## src/rtl/bis_pkg.sv

```systemverilog
// bis_pkg: operation codes and sequencer state type for the bitmap integer set
`timescale 1ns / 1ps
`default_nettype none

package bis_pkg;

  localparam logic [2:0] OP_ADD     = 3'd0;
  localparam logic [2:0] OP_REMOVE  = 3'd1;
  localparam logic [2:0] OP_TEST    = 3'd2;
  localparam logic [2:0] OP_RESTART = 3'd3;
  localparam logic [2:0] OP_NEXT    = 3'd4;
  localparam logic [2:0] OP_CLEAR   = 3'd5;

  localparam logic [7:0] CAPACITY_RESET = 8'd128;

  typedef enum logic [2:0] {
    ST_IDLE,
    ST_UPDATE,
    ST_TEST,
    ST_SCAN,
    ST_HOLD
  } state_t;

endpackage

`default_nettype wire

```

## src/rtl/bitmap_integer_set.sv

```systemverilog
// bitmap_integer_set: membership bitmap in a byte-wide memory with find-next-member scan
// add and remove read the item's bitmap byte and write it back in ST_UPDATE; test takes
// its bit in ST_TEST; restart, clear, unused codes and out-of-range items go straight to
// ST_HOLD; next walks bitmap bytes in ST_SCAN up to bound = min(capacity, SET_SIZE)
// one operation at a time, taken only in ST_IDLE; a stalled result holds the block
// reset: synchronous, clears per-byte valid bits, high-water mark and cursor; capacity 128
`timescale 1ns / 1ps
`default_nettype none

module bitmap_integer_set
  import bis_pkg::*;
#(
  parameter int SET_SIZE = 128
) (
  input  wire logic       clk,
  input  wire logic       rst,
  // configuration
  input  wire logic       cfg_valid,
  output logic            cfg_ready,
  input  wire logic [7:0] cfg_data,
  // operations
  input  wire logic       in_valid,
  output logic            in_ready,
  input  wire logic [2:0] op,
  input  wire logic [6:0] item,
  // results
  output logic            out_valid,
  input  wire logic       out_ready,
  output logic            member,
  output logic [6:0]      next_item,
  output logic            at_end,
  output logic            is_empty,
  output logic [7:0]      high_water
);

  localparam int NROWS    = (SET_SIZE + 7) / 8;
  localparam int RW       = (NROWS > 1) ? $clog2(NROWS) : 1;
  localparam int BOUND_HI = (SET_SIZE < 255) ? SET_SIZE : 255;

  state_t state, state_next;

  logic [7:0] capacity;
  logic [7:0] high_mark, high_mark_next;
  logic [7:0] cursor, cursor_next;
  logic [2:0] op_r;
  logic [6:0] item_r;

  logic       res_member, res_member_next;
  logic [6:0] res_next, res_next_next;
  logic       res_at_end, res_at_end_next;

  // byte memory with a valid bit per row
  logic [7:0]       mem [NROWS];
  logic [NROWS-1:0] row_valid;
  logic [7:0]       rd_data;
  logic             rd_valid;
  logic [RW-1:0]    rd_addr;
  logic             wr_en;
  logic [RW-1:0]    wr_addr;
  logic [7:0]       wr_data;
  logic             clear_all;

  logic [RW-1:0] cur_row;
  logic [RW-1:0] in_row;
  logic [RW-1:0] item_row;
  logic [7:0]    bound;
  logic [7:0]    row_byte;
  logic [7:0]    bit_mask;
  logic          in_range;
  logic [7:0]    cand;
  logic          found;
  logic [2:0]    found_idx;
  logic [7:0]    found_pos;
  logic [8:0]    next_row_base;
  logic          out_load;

  assign cfg_ready = 1'b1;
  assign in_ready  = (state == ST_IDLE);
  assign out_load  = (state == ST_HOLD) && (!out_valid || out_ready);

  assign cur_row  = RW'(cursor >> 3);
  assign in_row   = RW'(item >> 3);
  assign item_row = RW'(item_r >> 3);
  assign in_range = (32'(item) < SET_SIZE);
  assign bound    = (32'(capacity) < SET_SIZE) ? capacity : 8'(BOUND_HI);
  assign row_byte = rd_valid ? rd_data : 8'd0;
  assign bit_mask = 8'd1 << item_r[2:0];

  // candidate bits at or after the cursor and below the bound
  always_comb begin
    for (int b = 0; b < 8; b++) begin
      cand[b] = row_byte[b] && (3'(b) >= cursor[2:0]) && ({cursor[7:3], 3'(b)} < bound);
    end
    found     = 1'b0;
    found_idx = 3'd0;
    for (int b = 7; b >= 0; b--) begin
      if (cand[b]) begin
        found     = 1'b1;
        found_idx = 3'(b);
      end
    end
  end

  assign found_pos     = {cursor[7:3], found_idx};
  assign next_row_base = {1'b0, cursor[7:3], 3'b000} + 9'd8;

  always_comb begin
    state_next      = state;
    high_mark_next  = high_mark;
    cursor_next     = cursor;
    res_member_next = res_member;
    res_next_next   = res_next;
    res_at_end_next = res_at_end;
    rd_addr         = cur_row;
    wr_en           = 1'b0;
    wr_addr         = item_row;
    wr_data         = row_byte;
    clear_all       = 1'b0;
    case (state)
      ST_IDLE: begin
        rd_addr = (op == OP_NEXT) ? cur_row : in_row;
        if (in_valid) begin
          res_member_next = 1'b0;
          res_next_next   = 7'd0;
          res_at_end_next = 1'b0;
          state_next      = ST_HOLD;
          case (op)
            OP_ADD, OP_REMOVE: begin
              if (in_range) begin
                state_next = ST_UPDATE;
              end
            end
            OP_TEST: begin
              if (in_range) begin
                state_next = ST_TEST;
              end
            end
            OP_RESTART: begin
              cursor_next = 8'd0;
            end
            OP_NEXT: begin
              if (cursor >= bound) begin
                res_at_end_next = 1'b1;
              end else begin
                state_next = ST_SCAN;
              end
            end
            OP_CLEAR: begin
              clear_all      = 1'b1;
              high_mark_next = 8'd0;
              cursor_next    = 8'd0;
            end
            default: begin
            end
          endcase
        end
      end
      ST_UPDATE: begin
        wr_en = 1'b1;
        if (op_r == OP_ADD) begin
          wr_data = row_byte | bit_mask;
          if (high_mark < ({1'b0, item_r} + 8'd1)) begin
            high_mark_next = {1'b0, item_r} + 8'd1;
          end
        end else begin
          wr_data = row_byte & ~bit_mask;
        end
        state_next = ST_HOLD;
      end
      ST_TEST: begin
        res_member_next = row_byte[item_r[2:0]];
        state_next      = ST_HOLD;
      end
      ST_SCAN: begin
        // fetch the following row while this one is examined
        rd_addr = cur_row + RW'(1);
        if (found) begin
          res_next_next = found_pos[6:0];
          cursor_next   = found_pos + 8'd1;
          state_next    = ST_HOLD;
        end else if (next_row_base >= {1'b0, bound}) begin
          cursor_next     = bound;
          res_at_end_next = 1'b1;
          state_next      = ST_HOLD;
        end else begin
          cursor_next = next_row_base[7:0];
        end
      end
      ST_HOLD: begin
        if (!out_valid || out_ready) begin
          state_next = ST_IDLE;
        end
      end
      default: begin
        state_next = ST_IDLE;
      end
    endcase
  end

  always_ff @(posedge clk) begin
    if (wr_en) begin
      mem[wr_addr] <= wr_data;
    end
    rd_data <= mem[rd_addr];
  end

  always_ff @(posedge clk) begin
    if (rst) begin
      row_valid <= '0;
      rd_valid  <= 1'b0;
    end else begin
      rd_valid <= row_valid[rd_addr] && !(wr_en && (wr_addr == rd_addr));
      if (clear_all) begin
        row_valid <= '0;
      end else if (wr_en) begin
        row_valid[wr_addr] <= 1'b1;
      end
    end
  end

  always_ff @(posedge clk) begin
    if (rst) begin
      state      <= ST_IDLE;
      capacity   <= CAPACITY_RESET;
      high_mark  <= 8'd0;
      cursor     <= 8'd0;
      out_valid  <= 1'b0;
    end else begin
      state     <= state_next;
      high_mark <= high_mark_next;
      cursor    <= cursor_next;
      if (cfg_valid && cfg_ready) begin
        capacity <= cfg_data;
      end
      if (out_load) begin
        out_valid <= 1'b1;
      end else if (out_ready) begin
        out_valid <= 1'b0;
      end
    end
  end

  always_ff @(posedge clk) begin
    res_member <= res_member_next;
    res_next   <= res_next_next;
    res_at_end <= res_at_end_next;
    if (state == ST_IDLE && in_valid) begin
      op_r   <= op;
      item_r <= item;
    end
    if (out_load) begin
      member     <= res_member;
      next_item  <= res_next;
      at_end     <= res_at_end;
      is_empty   <= (high_mark == 8'd0);
      high_water <= high_mark;
    end
  end

endmodule

`default_nettype wire

```

## config.mk

```make
export PLATFORM = sky130hd
export DESIGN_NAME = bitmap_integer_set
export DESIGN_NICKNAME = d
export VERILOG_FILES = /design/src/rtl/bis_pkg.sv /design/src/rtl/bitmap_integer_set.sv
export SDC_FILE = /design/constraint.sdc
export NUM_CORES = 1
export LEC_CHECK = 0
export ABC_CLOCK_PERIOD_IN_PS = 5100
export BUFFER_PORTS_ARGS = -buffer_cell sky130_fd_sc_hd__buf_4
export CAP_MARGIN = 20
export CORE_MARGIN = 5
export CORE_UTILIZATION = 66
export DETAILED_ROUTE_END_ITERATION = 7
export HOLD_SLACK_MARGIN = 0.12
export MAX_ROUTING_LAYER = met4
export PLACE_DENSITY_LB_ADDON = 0.3
export REMOVE_ABC_BUFFERS = 1
export SLEW_MARGIN = 0
export SYNTH_ARGS = -nofsm -noshare
export SYNTH_HDL_FRONTEND = slang
export SYNTH_SLANG_ARGS = --single-unit
```

## constraint.sdc

```tcl
create_clock -name clk -period 5.1 [get_ports clk]
set_input_delay 1.02 -clock clk [delete_from_list [all_inputs] [get_ports clk]]
set_output_delay 1.02 -clock clk [all_outputs]
set_load 0.02 [all_outputs]
```

==> run metrics, run 1 <==
post-DP HPWL=16000 µm; Via density=6.49; Slew Limit Fails=0; Layout Nets=947; fin crit period=3.76 ns; Fmax=266 MHz; crit path from=capacity[7]$_SDFFE_PP1P_; hold path start=res_at_end$_SDFFCE_PP1P_; asr flop ratio synth=0; Max-cap violations=0; Overflow after GRT=0; delay of the slowest critical-path stage=0.49 ns; Crit. End Element=flop; clk_skew=0.00794 ns; sequential area share after synthesis=0.595; CTS max path bufs=3; post-CTS sizing=0; Tot Pwr=4.19 mW; global-route wire length before repair=37000 µm; Yosys cell types=80; initial antenna violation count=0; Worst-Skew Late Latency=0.50 ns; Mapped Cells=864; CTS tree=yes; io pins=44; Max-Slew Margin vs Limit=0.301; global placement routability congestion=0.928; pin count of the biggest net entering global routing=73; area added between synthesis and finish=11.2%; initial cell density of the core=0.670; final hold vios=0; share of cells above drive strength 1=0.134; cell taking the most area after synthesis=edfxtp_1; die extent in x=134 µm; DIE HEIGHT=134 µm; vias in the first global route=6990; CTS Sinks=218; r2r startpoint=capacity[7]$_SDFFE_PP1P_; slowest stage cell on the critical path=dfxtp_1; LEAKAGE=3.99 nW; CP delay by family, top=compound AO/OA/AOI/OAI gates; met2 WL=11600 µm; core area=15100 µm²; Inserted Diodes=0; M1 WL=9410 µm; critical-path cell list=inv_1 > nand2_1 > ha_1 > a211oi_1 > o21ai_0 > a311oi_2 > a211oi_2 > nor3_4 > ha_1 > inv_1 > o21ai_0 > a21oi_1 > a211o_1 > a21oi_1; clk root buf=clkbuf_16; CTS H-Tree Depth=1; met3 wire length=1450 µm; mean area per synthesized cell=11.7 µm²; die area=17900 µm²; outcome=finished clean; Iter 0 DRT Violations=684; Residual DRC=0; drt wl/cell=21.3 µm; top cells by area, synth=edfxtp_1, dfxtp_1, nand2_1; final setup fails=0; CP required=5.52 ns; Netlist Area Pre-Place=10100 µm²; VDD IR max=0.362 mV; hold-fix buffer count after cts=0; setup tns final=0 ns; Post-CTS Setup Repair Bufs=0; RSZ-0062 raised after global routing=no; Synth top area share=0.490; CP Buf/Inv Count=2; Critical Path AT=4.18 ns; clock slew at reported path FFs=0.06 ns; Detail Route Antenna Nets=0; Top Layer Used=met4; worst-path maximum fanout=9; Worst setup SP type=flop; Ys Warns=0; via count=7121; Routed WL=23400 µm; # fillers=1032; Seq cells post-synth=218; # rows=45; GRT Overall Usage=0.268; Post-synth EDFFs=165; Setup CP Type=reg2reg; TritonCTS buffer count=21; worst slew pin tran=1.04 ns; Power Density=373 nW/µm²; Primary FF master, synth=edfxtp_1; Pre-Repair DR Iteration Count=5; hold crit path type=reg2reg; PortBufs=42; crit share post-route=0.738
## metrics by stage
stage	std cells	hold WS, ns	instance area, µm²	setup slack [ns]	util
global placement	1058	0.404	10500	1.30	0.698
floorplan	815	0.400	9870	1.14	-
global route	1098	0.433	11200	1.08	0.745
CTS	1096	0.423	11200	1.35	0.744
finish	1098	0.421	11200	1.34	0.745
detailed placement	1058	0.408	10500	1.16	0.698
## kinds of logic (layout without fill, tap and decap cells)
group / Yosys count / after routing / share of synthesized area
and+or+nand+nor: 289 / 289 / 0.143
adders and majority gates: 29 / 29 / 0.0359
muxes: 23 / 23 / 0.0254
buffers and inverters: 71 / 117 / 0.0319
AOI/OAI and AO/OA: 222 / 222 / 0.159
xor gates and xnor gates: 11 / 11 / 0.00953
DFF: 218 / 218 / 0.595
other: 1 / 1 / 0.000371
## registers in the layout (all words and copies together) (netlist names), 3 cells and up
| name | cells |
|---|---|
| item_r | 7 |
| high_mark | 8 |
| mem | 128 |
| next_item | 7 |
| capacity | 8 |
| high_water | 8 |
| row_valid | 16 |
| op_r | 3 |
| rd_data | 8 |
| res_next | 7 |
| cursor | 8 |
| state | 3 |
## worst reg2reg max path: cells and delay by family, from the launching register on
| kind | cells | cell delay, ns |
|---|---|---|
| AND/OR/NAND/NOR | 2 | 0.49 |
| flip-flops | 1 | 0.49 |
| adder cells (fa/ha/maj) | 2 | 0.53 |
| buffers and inverters | 2 | 0.29 |
| AO/OA/AOI/OAI | 8 | 1.90 |
## layout by cell type, fill, tap and decap left out, types with 3 or more instances in the layout
master,instances
or3_1,3
buf_4,57
nor3_1,11
nor2_1,50
a2111oi_0,3
a311oi_1,18
nand4_1,6
and2_1,43
nand3_1,16
nor3_2,3
a211o_1,4
a31oi_1,23
o21ai_0,28
a22o_1,6
edfxtp_1,165
nand3b_1,3
dfxtp_1,53
ha_1,29
a211oi_1,37
xnor2_1,7
nand2_1,114
a21oi_1,39
o211ai_1,4
inv_1,20
a21o_1,3
nor4_1,3
clkbuf_8,7
nor2b_1,5
mux2i_1,20
o21a_1,20
clkbuf_1,4
clkbuf_16,22
xor2_1,4
o31ai_1,3
nand2b_1,8
clkinv_2,3
## synthesized netlist by cell type (3+ instances only)
library cell and n:
xnor2_1 7, a21o_1 3, buf_4 3, nor2b_1 5, nand4_1 6, nor3_1 14, dfxtp_1 53, nand2b_1 8
a311oi_1 18, buf_2 12, nor4_1 3, and2_1 43, buf_6 4, a31oi_1 23, or3_1 3, ha_1 29
xor2_1 4, a211o_1 4, nand3b_1 3, nand2_1 114, nand3_1 16, mux2i_1 20, edfxtp_1 165, a2111oi_0 3
o21a_1 20, o211ai_1 4, a21oi_1 39, o21ai_0 28, clkbuf_1 28, a22o_1 6, inv_1 20, nor2_1 50
o31ai_1 3, a211oi_1 37
## cell type report
| cell class | count | area, µm² | share of cell area |
|---|---|---|---|
| multi-input combinational | 575 | 3790 | 0.337 |
| tap | 188 | 235 | 0.0209 |
| inverter | 22 | 82.6 | 0.00734 |
| sequential | 218 | 6020 | 0.535 |
| timing repair buffer | 57 | 428 | 0.0381 |
| clock buffer | 33 | 662 | 0.0589 |
| clock inverter | 5 | 31.3 | 0.00278 |
## report_power, final
group / leakage, nW / switching, mW / internal (mW) / total (mW)
clock: 0.343 / 0.639 / 0.893 / 1.53
sequential: 1.97 / 0.0648 / 1.99 / 2.05
combinational: 1.68 / 0.385 / 0.221 / 0.606
total: 3.99 / 1.09 / 3.10 / 4.19
## layer usage
metal  track usage  vias to the layer above
met5             -                        -
met4        0.0954                        0
met3        0.0431                       67
met2         0.455                      281
met1         0.328                     3464
li1              -                     3309
## final timing paths
path,endpoint,slack (ns),cells past startpoint
max,cursor[4]$_SDFFE_PP0P_,1.34,14
min,at_end$_DFFE_PP_,0.42,0
max reg2reg,cursor[4]$_SDFFE_PP0P_,1.34,14
min reg2reg,at_end$_DFFE_PP_,0.42,0
Power figures use the tool's default switching activity.
==> run 2, diff against run 1 <==
- ABC_CLOCK_PERIOD_IN_PS: 5100 -> 3300
- CORE_UTILIZATION: 66 -> 56
- clock period: 5.1 -> 3.3 ns (I/O delays scaled with it)
==> run 2 against run 1 <==
  * Final cell count rose by 7.7%
  * Sequential cell count did not move
  * Die area rose by 16%
  * Routed wire length fell by 1.4%
  * First-iteration DRC count fell by 8.9%
  * Worst hold slack got worse by 0.091 ns
  * Largest cell class unchanged
  * Final area rose by 4.1%
  * Clock power rose by 65%
  * Via count rose by 1.1%
  * Sequential share of layout area fell by 2.1 points
==> run metrics, run 2 (synthesis gave the netlist of run 1 again) <==
outcome=finished clean; global-route wire length before repair=36000 µm; LEAKAGE=4.23 nW; setup tns final=0 ns; clk_skew=0.00949 ns; CTS H-Tree Depth=1; largest register by flop count=mem; VDD IR max=0.500 mV; crit path from=capacity[7]$_SDFFE_PP1P_; Worst setup SP type=flop; number of flip-flops under the largest register name=128; placed instance count=1136; die extent in x=144 µm; r2r startpoint=capacity[7]$_SDFFE_PP1P_; worst slew pin tran=0.975 ns; top flop regs=mem x128, row_valid x16; final setup fails=0; die area=20800 µm²; final instance area=11700 µm²; Critical Path AT=3.57 ns; Layout Nets=988; clock slew at reported path FFs=0.06 ns; CTS Sinks=218; area added between synthesis and finish=15.8%; final hold vios=0; vias in the first global route=6761; Power Density=571 nW/µm²; Pre-Repair DR Iteration Count=5; share of cells above drive strength 1=0.172; Setup CP Type=reg2reg; Fmax=319 MHz; Worst-Skew Late Latency=0.51 ns; Overflow after GRT=0; commonest non-fill, non-tap cell in the layout=edfxtp_1; Detail Route Antenna Nets=0; Layout Cells excl Fill=1182; commonest cells after routing, fill and taps aside=edfxtp_1, nand2_1, buf_4; # fillers=1354; Via density=6.09; io pins=44; via count=7201; clk root buf=clkbuf_16; pin count of the biggest net entering global routing=70; Min Hold Slack=0.330 ns; fin crit period=3.14 ns; CTS max path bufs=3; global placement routability congestion=0.945; worst setup path endpoint=cursor[6]$_SDFFE_PP0P_; Max-cap violations=0; Residual DRC=0; worst-path maximum fanout=7; fin util=0.654; Iter 0 DRT Violations=623; initial cell density of the core=0.565; PortBufs=42; GRT Overall Usage=0.227; core area=17900 µm²; worst setup margin=0.161 ns; CTS tree=yes; initial antenna violation count=0; CP required=3.73 ns; Max-Slew Margin vs Limit=0.348; DIE HEIGHT=144 µm; Post-DP Area=10900 µm²; drt wl/cell=19.5 µm; post-DP HPWL=15500 µm; # rows=49; Worst R2R Setup Slack=0.16 ns; hold crit path type=in2reg; TritonCTS buffer count=23; Inserted Diodes=0; worst-case reg-to-reg path depth=14; worst slack, placed=0.0612 ns; Crit. End Element=flop; Slew Limit Fails=0; crit share post-route=0.951; Reg2Reg Capture Point=cursor[6]$_SDFFE_PP0P_; Tot Pwr=6.69 mW; Routed WL=23100 µm
-- run 2: worst min path at each step --
stage                              startpoint                endpoint  slack, ns  cells after the start
global route                          item[1]     item_r[1]$_DFFE_PP_       0.32                      1
floorplan            res_at_end$_SDFFCE_PP1P_        at_end$_DFFE_PP_       0.40                      0
finish                                item[1]     item_r[1]$_DFFE_PP_       0.33                      1
CTS                                   item[1]     item_r[1]$_DFFE_PP_       0.32                      1
detailed placement  res_next[5]$_SDFFCE_PN0P_  next_item[5]$_DFFE_PP_       0.41                      0
global placement    res_next[5]$_SDFFCE_PN0P_  next_item[5]$_DFFE_PP_       0.40                      0
-- run 2: cell type report --
| cell class | count | area, µm² | area share |
|---|---|---|---|
| clock buffers | 29 | 618 | 0.0528 |
| clock inverters | 13 | 126 | 0.0108 |
| inverters | 22 | 82.6 | 0.00705 |
| multi-input cells | 575 | 3820 | 0.326 |
| flip-flops and latches | 218 | 6020 | 0.514 |
| well taps | 229 | 287 | 0.0245 |
| repair buffers | 96 | 758 | 0.0647 |
-- run 2: critical path, cell delays in order (launching register included) --
cell and delay [ns]:
dfxtp_1 0.31, inv_2 0.11, nand2_1 0.14, ha_1 0.28, inv_1 0.18, o21ai_1 0.20
a2111oi_1 0.55, a211oi_2 0.12, nor3_4 0.26, ha_2 0.23, inv_1 0.06, and2_1 0.14
o32ai_1 0.22, nand4_1 0.12, a21oi_1 0.14
-- run 2: routing by layer --
| layer | routed length, µm | vias to the layer above | global-route usage | share of wire |
|---|---|---|---|---|
| met5 | 0 | - | - | 0 |
| met4 | 533 | 0 | 0.0623 | 0.023 |
| met3 | 1750 | 47 | 0.0337 | 0.076 |
| met2 | 11100 | 295 | 0.363 | 0.48 |
| met1 | 9670 | 3470 | 0.305 | 0.42 |
| li1 | - | 3389 | - | - |
-- run 2: timing repair --
item	4_1_cts	5_1_grt
endpoints found under the setup margin	0	4
setup buffers	0	3
hold buffers	0	0
resized for setup	0	14
-- run 2: power breakdown --
part	internal (mW)	leakage (nW)	switching, mW
clock network	1.49	0.358	1.03
logic	0.390	1.90	0.633
registers	3.07	1.97	0.0757
total	4.95	4.23	1.74
==> run 3, diff against run 2 <==
- CORE_ASPECT_RATIO: unset -> 0.9
- MAX_ROUTING_LAYER: met4 -> unset
==> run 3 against run 2 <==
  * Fmax up 0.90%
  * Combinational power up 4%
  * Critical path depth up 2
  * Sequential share of layout area down 0.31 points
  * Utilization up 1.3 points
  * Die area about the same
  * First-iteration DRC count up 30%
  * Register-to-register slack better by 0.03 ns
  * Clock power up 5%
  * Largest power group unchanged
==> run metrics, run 3 (synthesis gave the netlist of run 1 again) <==
global placement routability congestion=0.915; initial cell density of the core=0.572; commonest cells after routing, fill and taps aside=edfxtp_1, nand2_1, buf_4; Setup CP Type=reg2reg; Layout Cells excl Fill=1192; clk_skew=0.00929 ns; final setup fails=0; drt wl/cell=20.0 µm; Crit. End Element=flop; pin count of the biggest net entering global routing=66; Detail Route Antenna Nets=0; multi-input logic area=3840 µm²; initial antenna violation count=0; CTS max path bufs=3; hold-fix buffer count after cts=0; hold crit path type=in2reg; Worst setup SP type=flop; CTS tree=yes; top flop regs=mem x128, row_valid x16; Overflow after GRT=0; io pins=44; Worst-Skew Late Latency=0.51 ns; CTS Sinks=218; final hold vios=0; die area=20800 µm²; LEAKAGE=4.24 nW; setup tns final=0 ns; area added between synthesis and finish=16.5%; worst-case reg-to-reg path depth=16; commonest non-fill, non-tap cell in the layout=edfxtp_1; worst-path maximum fanout=7; Slew Limit Fails=0; core area=17700 µm²; Power Density=582 nW/µm²; CTS H-Tree Depth=1; number of flip-flops under the largest register name=128; met1 GRT Util=0.354; outcome=finished clean; Max-Slew Margin vs Limit=0.302; Min Hold Slack=0.334 ns; Critical Path AT=3.56 ns; via count=7171; met2 global-route usage=0.348; Seq. cell area=6020 µm²; Layout Nets=987; Iter 0 DRT Violations=813; Inserted Diodes=0; CP required=3.74 ns; Pre-Repair DR Iteration Count=5; clock slew at reported path FFs=0.06 ns; VDD IR max=0.358 mV; Worst R2R Setup Slack=0.19 ns; clk root buf=clkbuf_16; # rows=46; Routed WL=23900 µm; # fillers=1310; met3 Use GR=0.0388; share of cells above drive strength 1=0.175; post-DP HPWL=15900 µm; fin crit period=3.11 ns; placed instance count=1146; Via density=6.02; GRT Overall Usage=0.230; crit share post-route=0.943; PortBufs=42; grt peak-use layer=met1; Fmax=321 MHz; largest register by flop count=mem; die extent in x=152 µm; Residual DRC=0; DIE HEIGHT=137 µm; global-route wire length before repair=37000 µm; worst slew pin tran=1.04 ns; worst setup margin=0.189 ns; Max-cap violations=0; worst slack, placed=-0.00643 ns; TritonCTS buffer count=23; Hold Path Cell Cnt=1; vias in the first global route=6629
-- run 3: changes by cell type in the layout (fill, tap and decap cells not counted), moves of 2 or more --
cell	delta
clkinv_1	-4
buf_4	-2
clkbuf_1	+2
clkinvlp_4	+2
-- run 3: critical path, cell delays in order (launching register included) --
cell and delay (ns):
dfxtp_1 0.32, inv_2 0.12, nand2_1 0.12, ha_1 0.33, nand4_1 0.14, buf_4 0.14, a221oi_2 0.04, a2111o_1 0.48
o2bb2ai_1 0.17, o21ai_0 0.08, o31a_1 0.20, ha_2 0.22, inv_1 0.06, o21ai_0 0.14, a21oi_1 0.09, a211o_1 0.28
a21oi_1 0.13
-- run 3: path summary, 6_finish.rpt --
check,startpoint,to
setup reg to reg,capacity[7]$_SDFFE_PP1P_,cursor[4]$_SDFFE_PP0P_
hold / removal,item[6],item_r[6]$_DFFE_PP_
setup / recovery,capacity[7]$_SDFFE_PP1P_,cursor[4]$_SDFFE_PP0P_
hold reg to reg,res_next[6]$_SDFFCE_PN0P_,next_item[6]$_DFFE_PP_
-- run 3: metrics by stage --
step,util,power [mW],area [µm²]
final,0.667,6.85,11800
after global routing,0.667,7.11,11800
after CTS,0.662,6.85,11700
after detailed placement,0.617,4.23,10900
after global placement,0.617,4.22,10900
after floorplan,-,3.82,9870
-- run 3: timing repair --
item,CTS,global route
hold endpoints to repair,0,0
pin swaps,0,5
endpoints found under the setup margin,2,13
gates resized for setup,2,12
setup buffers,0,4
-- run 3: per-layer routing --
metal / routed length (µm) / share of wire
met5: 0 / 0
met1: 10900 / 0.46
met4: 396 / 0.017
met2: 10700 / 0.45
met3: 1790 / 0.075
-- run 3: cell type report --
type | count | area share
Inverter | 22 | 0.00701
Clock inverter | 10 | 0.0121
Timing Repair Buffer | 95 | 0.0648
Sequential cell | 218 | 0.511
Multi-Input combinational cell | 575 | 0.326
Tap cell | 240 | 0.0255
Clock buffer | 32 | 0.0543
-- run 3: report_power, final --
part           internal, mW  switching [mW]
sequential             3.07          0.0778
combinational         0.404           0.657
clock                  1.60            1.05
total                  5.07            1.78
